--- src/sv/tblr_pkg.sv ---
`default_nettype none
package tblr_pkg;

   localparam int TOTAL_LINES    = 154;
   localparam int VISIBLE_LINES  = 144;
   localparam int TILES_PER_LINE = 20;

   localparam int VRAM_DEPTH  = 8192;
   localparam int VRAM_ADDR_W = 13;
   localparam int BYTE_W      = 8;
   localparam int LINE_W      = 8;
   localparam int COL_W       = 5;
   localparam int PIX_W       = 16;

   localparam logic [VRAM_ADDR_W-1:0] MAP_LOW_OFF       = 13'h1800;
   localparam logic [VRAM_ADDR_W-1:0] MAP_HIGH_OFF      = 13'h1C00;
   localparam logic [VRAM_ADDR_W-1:0] DATA_UNSIGNED_OFF = 13'h0000;
   localparam logic [VRAM_ADDR_W-1:0] DATA_SIGNED_OFF   = 13'h1000;

   localparam logic REQ_WRITE = 1'b0;
   localparam logic REQ_TICK  = 1'b1;

   localparam logic [1:0] SEL_MAP = 2'd0;
   localparam logic [1:0] SEL_LO  = 2'd1;
   localparam logic [1:0] SEL_HI  = 2'd2;

   localparam logic CSR_MAP_HIGH   = 1'b0;
   localparam logic CSR_SIGNED_IDX = 1'b1;

   typedef struct packed {
      logic             wr_en;
      logic             rd_en;
      logic [1:0]       rd_sel;
      logic             line_adv;
      logic             lo_load;
      logic             out_load;
      logic             out_blank;
      logic             last;
      logic [COL_W-1:0] col;
      logic [COL_W-1:0] map_col;
   } cmd_type;

   typedef struct packed {
      logic out_free;
      logic next_blank;
   } status_type;

   function automatic logic [PIX_W-1:0] interleave(input logic [BYTE_W-1:0] lo,
                                                   input logic [BYTE_W-1:0] hi);
      logic [PIX_W-1:0] r;
      r = '0;
      for (int i = 0; i < BYTE_W; i++) begin
         r[2*i]   = lo[i];
         r[2*i+1] = hi[i];
      end
      return r;
   endfunction

endpackage
`default_nettype wire

--- src/sv/tblr_ctrl.sv ---
`default_nettype none
module tblr_ctrl (
   input  wire logic                 clock,
   input  wire logic                 reset,
   input  wire logic                 req_tvalid,
   input  wire logic                 req_type,
   output logic                      req_tready,
   input  wire tblr_pkg::status_type status,
   output tblr_pkg::cmd_type         cmd
);

   localparam logic [2:0] S_IDLE  = 3'd0;
   localparam logic [2:0] S_MAP   = 3'd1;
   localparam logic [2:0] S_TILE  = 3'd2;
   localparam logic [2:0] S_LO    = 3'd3;
   localparam logic [2:0] S_HI    = 3'd4;
   localparam logic [2:0] S_BLANK = 3'd5;

   logic [2:0]                 state_ff, state_in;
   logic [tblr_pkg::COL_W-1:0] col_ff, col_in;
   logic                       last_col;

   assign last_col = col_ff == tblr_pkg::COL_W'(tblr_pkg::TILES_PER_LINE - 1);

   always_comb begin
      state_in       = state_ff;
      col_in         = col_ff;
      req_tready     = 1'b0;
      cmd            = '0;
      cmd.col        = col_ff;
      cmd.map_col    = col_ff;
      cmd.last       = last_col;
      case (state_ff)
         S_IDLE: begin
            req_tready = 1'b1;
            if (req_tvalid) begin
               if (req_type == tblr_pkg::REQ_TICK) begin
                  cmd.line_adv = 1'b1;
                  col_in       = '0;
                  state_in     = status.next_blank ? S_BLANK : S_MAP;
               end else begin
                  cmd.wr_en = 1'b1;
               end
            end
         end
         S_MAP: begin
            cmd.rd_en  = 1'b1;
            cmd.rd_sel = tblr_pkg::SEL_MAP;
            state_in   = S_TILE;
         end
         S_TILE: begin
            cmd.rd_en  = 1'b1;
            cmd.rd_sel = tblr_pkg::SEL_LO;
            state_in   = S_LO;
         end
         S_LO: begin
            cmd.rd_en   = 1'b1;
            cmd.rd_sel  = tblr_pkg::SEL_HI;
            cmd.lo_load = 1'b1;
            state_in    = S_HI;
         end
         S_HI: begin
            if (status.out_free) begin
               cmd.out_load = 1'b1;
               if (last_col) begin
                  state_in = S_IDLE;
               end else begin
                  col_in      = col_ff + 1'b1;
                  cmd.map_col = col_in;
                  cmd.rd_en   = 1'b1;
                  cmd.rd_sel  = tblr_pkg::SEL_MAP;
                  state_in    = S_TILE;
               end
            end
         end
         S_BLANK: begin
            if (status.out_free) begin
               cmd.out_load  = 1'b1;
               cmd.out_blank = 1'b1;
               state_in      = S_IDLE;
            end
         end
         default: begin
            state_in = S_IDLE;
         end
      endcase
   end

   always_ff @(posedge clock) begin
      if (reset) begin
         state_ff <= S_IDLE;
         col_ff   <= '0;
      end else begin
         state_ff <= state_in;
         col_ff   <= col_in;
      end
   end

   a_load_needs_room: assert property (@(posedge clock) disable iff (reset)
      cmd.out_load |-> status.out_free)
      else $error("result loaded over an untaken beat");

   a_port_single_use: assert property (@(posedge clock) disable iff (reset)
      !(cmd.rd_en && cmd.wr_en))
      else $error("read and write on the memory port together");

   a_col_in_range: assert property (@(posedge clock) disable iff (reset)
      col_ff < tblr_pkg::COL_W'(tblr_pkg::TILES_PER_LINE))
      else $error("tile column out of range");

   a_tick_starts_fetch: assert property (@(posedge clock) disable iff (reset)
      (state_ff == S_IDLE && req_tvalid && req_type == tblr_pkg::REQ_TICK
       && !status.next_blank) |=> (state_ff == S_MAP && col_ff == '0))
      else $error("visible tick did not start a fetch");

   a_blank_single: assert property (@(posedge clock) disable iff (reset)
      (state_ff == S_BLANK && status.out_free) |=> state_ff == S_IDLE)
      else $error("blank line did not finish");

endmodule
`default_nettype wire

--- config.mk ---
export PLATFORM = sky130hd
export DESIGN_NAME = tblr_ctrl
export DESIGN_NICKNAME = d
export VERILOG_FILES = /design/src/sv/tblr_pkg.sv /design/src/sv/tblr_ctrl.sv
export SDC_FILE = /design/constraint.sdc
export NUM_CORES = 1
export LEC_CHECK = 0
export BUFFER_PORTS_ARGS = -buffer_cell sky130_fd_sc_hd__buf_4
export CAP_MARGIN = 40
export CELL_PAD_IN_SITES_DETAIL_PLACEMENT = 1
export CELL_PAD_IN_SITES_GLOBAL_PLACEMENT = 2
export CORE_AREA = 2 2 56 58
export DETAILED_ROUTE_END_ITERATION = 7
export DIE_AREA = 0 0 58 60
export PLACE_DENSITY = 0.8
export SLEW_MARGIN = 20
export SYNTH_ARGS = -nofsm -noshare
export SYNTH_HDL_FRONTEND = slang
export SYNTH_SLANG_ARGS = --single-unit
--- constraint.sdc ---
create_clock -name clock -period 1.7 [get_ports clock]
set_input_delay 0.34 -clock clock [delete_from_list [all_inputs] [get_ports clock]]
set_output_delay 0.34 -clock clock [all_outputs]
set_load 0.005 [all_outputs]
==> results of run 1 <==
power groups by stage:
| stage | clock [mW] | combinational, mW | sequential [mW] |
|---|---|---|---|
| after floorplan | 0 | 0.138 | 0.211 |
| after global placement | 0 | 0.242 | 0.215 |
| after detailed placement | 0 | 0.252 | 0.216 |
| after CTS | 0.159 | 0.255 | 0.216 |
| after global routing | 0.169 | 0.298 | 0.216 |
| final | 0.152 | 0.269 | 0.214 |
cells in the mapped netlist (all sizes together):
cell / instances
a211oi: 3
a21oi: 7
a221oi: 1
and2: 3
and2b: 1
and3: 1
and3b: 1
and4bb: 1
buf: 6
dfxtp: 8
ha: 1
inv: 3
nand2: 4
nand2b: 1
nand3: 2
nand3b: 1
nand4: 2
nor2: 10
nor2b: 1
nor3: 3
nor3b: 1
nor4b: 1
o21a: 1
o21ai: 5
o21bai: 1
o31ai: 2
or3b: 1
xor2: 3
registers in the layout, indices dropped and copies added (netlist names):
register / flops
col_ff: 5
state_ff: 3
worst max path at each step:
stage / start / to / cells past startpoint
final: col_ff[0]$_SDFFE_PP0P_ / cmd[0] / 6
after global routing: col_ff[0]$_SDFFE_PP0P_ / cmd[0] / 6
after CTS: col_ff[0]$_SDFFE_PP0P_ / cmd[1] / 6
after detailed placement: col_ff[0]$_SDFFE_PP0P_ / cmd[1] / 6
after global placement: col_ff[0]$_SDFFE_PP0P_ / cmd[1] / 6
after floorplan: col_ff[0]$_SDFFE_PP0P_ / cmd[1] / 5
layer usage:
layer,vias to the layer above,share of wire,GRT usage
li1,352,-,-
met1,349,0.43,0.1610
met2,19,0.51,0.2321
met3,5,0.036,0.01082
met4,0,0.027,0.09635
met5,-,0,0
area by class of cell:
type | count | area share
Multi-Input combinational cell | 58 | 0.4223
Inverter | 3 | 0.01068
Sequential cell | 8 | 0.1613
Tap cell | 33 | 0.03915
Clock buffer | 3 | 0.02135
Timing Repair Buffer | 47 | 0.3452
cells in the final DEF (no fill, tap or decap), drive strengths merged, types with 2 or more instances in the layout:
| cell | count |
|---|---|
| a211oi | 3 |
| a21oi | 7 |
| and2 | 3 |
| buf | 47 |
| clkbuf | 3 |
| dfxtp | 8 |
| inv | 3 |
| nand2 | 4 |
| nand3 | 2 |
| nand4 | 2 |
| nor2 | 10 |
| nor3 | 3 |
| o21ai | 5 |
| o31ai | 2 |
| xor2 | 3 |
timing repair:
item                                    in CTS  in global routing
endpoints found under the setup margin       7                  9
resized for setup                           15                  7
endpoints found under the hold margin        0                  0
pin swaps                                    9                  6
setup buffers                                3                  4
metrics by stage:
step / utilization / area (sq um) / std cells / worst slack [ns]
after floorplan: - / 608.1 / 75 / 0.03163
after global placement: 0.3125 / 907.1 / 142 / 0.01769
after detailed placement: 0.3125 / 907.1 / 142 / -0.07471
after CTS: 0.3435 / 997.2 / 148 / -0.3203
after global routing: 0.3634 / 1055 / 152 / -0.4383
final: 0.3634 / 1055 / 152 / -0.3663
cells by family (layout without fill, tap and decap cells):
group | after synthesis | after routing
buffers and inverters | 9 | 53
AO/OA/AOI/OAI | 20 | 20
flip-flops | 8 | 8
XOR/XNOR | 3 | 3
adder cells (fa/ha/maj) | 1 | 1
AND/OR/NAND/NOR | 34 | 34
==> flow_metrics.py, run 1 <==
metrics = {
    "run_status": {
        "status": "complete, but fails checks",
        "violations": "setup timing",
    },
    "yosys": {
        "synth.top_cell.area_share": 0.2634,
        "seq_area_frac_synth": 0.2634,
        "syn_area_per_cell_sq_um": 8.108,
        "synth_cell_types": 34,
        "synth_compound_area_frac": 0.2160,
        "synthAdderAreaFrac": 0.02058,
        "synthTopCellsByArea": "dfxtp_1, a21oi_1, nor2_1, xor2_1, a211oi_2",
        "synthCells": 75,
        "synth-seq-cells": 8,
        "yosysWarnings": 0,
        "synth.largest_area_cell": "dfxtp_1",
        "syn-cell-area_sq_um": 608.1,
        "synthXorXnorAreaFrac": 0.04321,
        "synth-simple-area-share": 0.3683,
        "synth_top_family_by_area": "simple AND/OR/NAND/NOR gates",
        "synth.net_count": 82,
        "muxShareOfSynthArea": 0,
    },
    "grt": {
        "grt_pass1_wl_um": 3539,
        "antenna_found_initial": 0,
        "grt-ovfl-total": 0,
        "grt_pass1_vias": 758,
        "grt_max_degree": 10,
        "grt_usage": 0.1361,
    },
    "route": {
        "via_per_inst": 4.770,
        "drt_pre_antenna_iters": 4,
        "drc": 0,
        "drt_iter0_drc": 10,
        "ant_nets": 0,
        "finalWirelength_um": 2115,
        "wire_per_inst_um": 13.91,
        "via_count": 725,
    },
    "sta": {
        "worstMarginPinSlew_ns": 0.4026,
        "rsz0062_at_grt": "yes",
        "fin_crit_ns": 2.066,
        "timing_hold_violations_final": 0,
        "slew_violations": 0,
        "post-route-period-util": 1.215,
        "fmaxAchievable_mhz": 484.0,
        "whs_ns": 0.3228,
        "fin_setup_tns_ns": -1.225,
        "setup_slack_ns": -0.3663,
        "finClkSkew_ns": 0.005040,
        "setup_viol": 6,
        "maxSlewHeadroom": 0.7310,
    },
    "floorplan": {
        "die_x_um": 58,
        "initial_core_util": 0.2095,
        "core_sq_um": 2903,
        "placementRows": 20,
        "dieArea_sq_um": 3480,
        "die_y_um": 60,
        "pin_count": 26,
    },
    "clocking": {
        "cts_tree": "built",
        "cts.sinks": 8,
        "cts.hold.buffers_added": 0,
        "cts_root_buffer": "clkbuf_4",
        "ctsLongestPathBuffers": 2,
        "cts_buffers": 3,
        "clkLatencyLatePin_ns": 0.26,
        "htree_levels": 1,
        "path_clk_slew_ns": 0.05,
    },
    "power": {
        "clkPwrFrac": 0.239,
        "ir_drop_uv": 290.4,
        "p_per_area_nw_per_um2": 602.6,
        "swShare": 0.3339,
        "comb_power_share": 0.424,
        "power.leakage_nw": 0.4810,
        "power_frac_seq": 0.337,
        "power_mw": 0.6356,
        "power.switching_mw": 0.2122,
        "p_int_mw": 0.4234,
    },
    "cells_and_area": {
        "antenna_cells": 0,
        "nets": 128,
        "nFillCells": 362,
        "syn_to_final_growth_pct": 73.46,
        "drive_above_1_share": 0.6050,
        "ff_latch_area_sq_um": 170.2,
        "multi_input_comb_area_sq_um": 445.4,
    },
    "hold_path": {
        "hold_class": "in -> reg",
        "whs_endpoint": "col_ff[0]$_SDFFE_PP0P_",
        "min_from": "reset",
        "hold_path_depth": 2,
    },
    "worst_setup_path": {
        "cp.required_ns": 1.36,
        "crit_family": "simple AND/OR/NAND/NOR gates",
        "crit_path_start_kind": "flop",
        "r2r_start": "col_ff[0]$_SDFFE_PP0P_",
        "path_max_fanout": 3,
        "cp_slowest_stage_delay_ns": 0.33,
        "cpMostUsedCell": "buf_4",
        "cp_num_buf_inv": 2,
        "path_class": "reg -> out",
        "rr_worst_depth": 7,
        "reg2reg_to": "col_ff[0]$_SDFFE_PP0P_",
        "cp_cell_sequence": "ha_4 > and4bb_4 > nor4b_4 > buf_4 > xor2_1 > buf_4",
        "reg2reg_slack_ns": 0.14,
        "crit_arrival_ns": 1.73,
        "slowest_stage": "dfxtp_2",
        "end_kind": "output pin",
    },
    "placement": {
        "gp_congestion": 0.7928,
        "place.port_buffers": 25,
        "dp_hpwl_um": 1586,
    },
    "flow_run": {
        "max_cap_violations": 0,
    },
}
(Power assumes the default switching activity.)
==> run 2, diff against run 1 <==
Settings changed: CORE_AREA 2 2 56 58 to 2 2 46 70, DIE_AREA 0 0 58 60 to 0 0 48 72.
==> flow_metrics.py, run 2 (synthesized netlist as in run 1, its figures left out) <==
metrics = {
    "sta": {
        "setup_viol": 6,
        "worstMarginPinSlew_ns": 0.3812,
        "fin_setup_tns_ns": -0.7508,
        "finClkSkew_ns": 0.001184,
        "post-route-period-util": 1.128,
        "setup_slack_ns": -0.2172,
        "fmaxAchievable_mhz": 521.6,
        "maxSlewHeadroom": 0.7453,
        "slew_violations": 0,
        "rsz0062_at_grt": "yes",
        "timing_hold_violations_final": 0,
        "whs_ns": 0.3421,
        "fin_crit_ns": 1.917,
    },
    "cells_and_area": {
        "antenna_cells": 0,
        "final_common_cell": "buf_4",
        "syn_to_final_growth_pct": 70.37,
        "multi_input_comb_area_sq_um": 439.2,
        "reg_top3": "col_ff (5), state_ff (3)",
        "top_register": "col_ff",
        "nFillCells": 349,
        "ff_latch_area_sq_um": 168.9,
        "largest_reg_flops": 5,
        "drive_above_1_share": 0.5652,
        "nets": 124,
        "final_cell_mix": "buf_4, nor2_1, a21oi_1",
    },
    "worst_setup_path": {
        "slowest_stage": "dfxtp_2",
        "path_max_fanout": 5,
        "cp_cell_sequence": "ha_4 > and4bb_4 > nor4b_4 > nand2_1 > o21ai_0 > buf_4",
        "crit_path_start_kind": "flop",
        "cp_slowest_stage_delay_ns": 0.33,
        "path_class": "reg -> out",
        "crit_arrival_ns": 1.58,
        "cp.required_ns": 1.36,
        "end_kind": "output pin",
    },
    "floorplan": {
        "die_x_um": 48,
        "placementRows": 24,
        "dieArea_sq_um": 3456,
        "die_y_um": 72,
        "pin_count": 26,
        "initial_core_util": 0.2132,
        "core_sq_um": 2853,
    },
    "power": {
        "power.leakage_nw": 0.4647,
        "power_mw": 0.7075,
        "p_per_area_nw_per_um2": 682.9,
        "ir_drop_uv": 286.5,
    },
    "grt": {
        "grt_pass1_wl_um": 3091,
        "grt_usage": 0.1272,
        "grt-ovfl-total": 0,
        "grt_pass1_vias": 701,
        "grt_max_degree": 10,
        "antenna_found_initial": 0,
    },
    "route": {
        "drc": 0,
        "wire_per_inst_um": 12.81,
        "via_count": 695,
        "ant_nets": 0,
        "via_per_inst": 4.513,
        "finalWirelength_um": 1973,
        "drt_pre_antenna_iters": 2,
        "drt_iter0_drc": 9,
    },
    "placement": {
        "gp_congestion": 0.8057,
        "place.port_buffers": 25,
        "dp_hpwl_um": 1529,
    },
    "run_status": {
        "status": "complete, but fails checks",
        "violations": "setup timing",
    },
    "clocking": {
        "cts.sinks": 8,
        "clkLatencyLatePin_ns": 0.23,
        "cts_tree": "built",
        "path_clk_slew_ns": 0.04,
        "cts_root_buffer": "clkbuf_8",
        "htree_levels": 1,
        "ctsLongestPathBuffers": 2,
        "cts_buffers": 3,
    },
    "hold_path": {
        "hold_class": "in -> reg",
    },
    "flow_run": {
        "max_cap_violations": 0,
    },
}
==> run 2: changes by cell type in the layout (fill, tap and decap cells not counted), sizes merged <==
cell	before	now
buf	47	43
==> run 2: area by class of cell <==
type / count / area share
sequential: 8 / 0.1630
clock buffer: 3 / 0.03986
multi-input combinational: 58 / 0.4239
tap: 39 / 0.04710
timing repair buffer: 43 / 0.3152
inverter: 3 / 0.01087
==> run 2: what timing repair did <==
| item | in CTS | in global routing |
|---|---|---|
| hold buffers | 0 | 0 |
| pin swaps | 6 | 4 |
| endpoints found under the setup margin | 6 | 8 |
| resized for setup | 10 | 8 |
| buffers inserted | 2 | 3 |
==> run 2: per-layer routing <==
| layer | wire length (um) | track usage | vias up |
|---|---|---|---|
| li1 | - | - | 345 |
| met1 | 753 | 0.1294 | 328 |
| met2 | 1076 | 0.2148 | 18 |
| met3 | 97 | 0.03483 | 4 |
| met4 | 45 | 0.07808 | 0 |
| met5 | 0 | 0 | - |
==> run 2: worst paths after layout <==
check	slack [ns]	endpoint	from	cells after the start
worst min-delay path	0.34	col_ff[0]$_SDFFE_PP0P_	reset	2
worst min register to register	0.58	col_ff[3]$_SDFFE_PP0P_	col_ff[3]$_SDFFE_PP0P_	2
worst max register to register	0.05	col_ff[0]$_SDFFE_PP0P_	col_ff[0]$_SDFFE_PP0P_	8
worst max-delay path	-0.22	cmd[1]	col_ff[0]$_SDFFE_PP0P_	6
==> run 2: report_power, final <==
| part | switching (mW) | internal [mW] |
|---|---|---|
| Sequential | 0.0160 | 0.203 |
| Clock | 0.0804 | 0.154 |
| Combinational | 0.119 | 0.136 |
==> run 2: critical path, delay by kind of cell (launching register included) <==
family                     cells  cell delay, ns
AOI/OAI and AO/OA              1            0.09
adders and majority gates      1            0.15
buffers and inverters          1            0.13
DFF                            1            0.33
and+or+nand+nor                3            0.65
==> run 2: stage by stage <==
| stage | setup slack [ns] | area [sq um] | util | instances |
|---|---|---|---|---|
| after CTS | -0.2373 | 992.2 | 0.3478 | 152 |
| final | -0.2172 | 1036 | 0.3632 | 154 |
| after floorplan | 0.03163 | 608.1 | - | 75 |
| after global routing | -0.3154 | 1036 | 0.3632 | 154 |
| after global placement | 0.01971 | 914.6 | 0.3206 | 148 |
| after detailed placement | -0.03369 | 914.6 | 0.3206 | 148 |
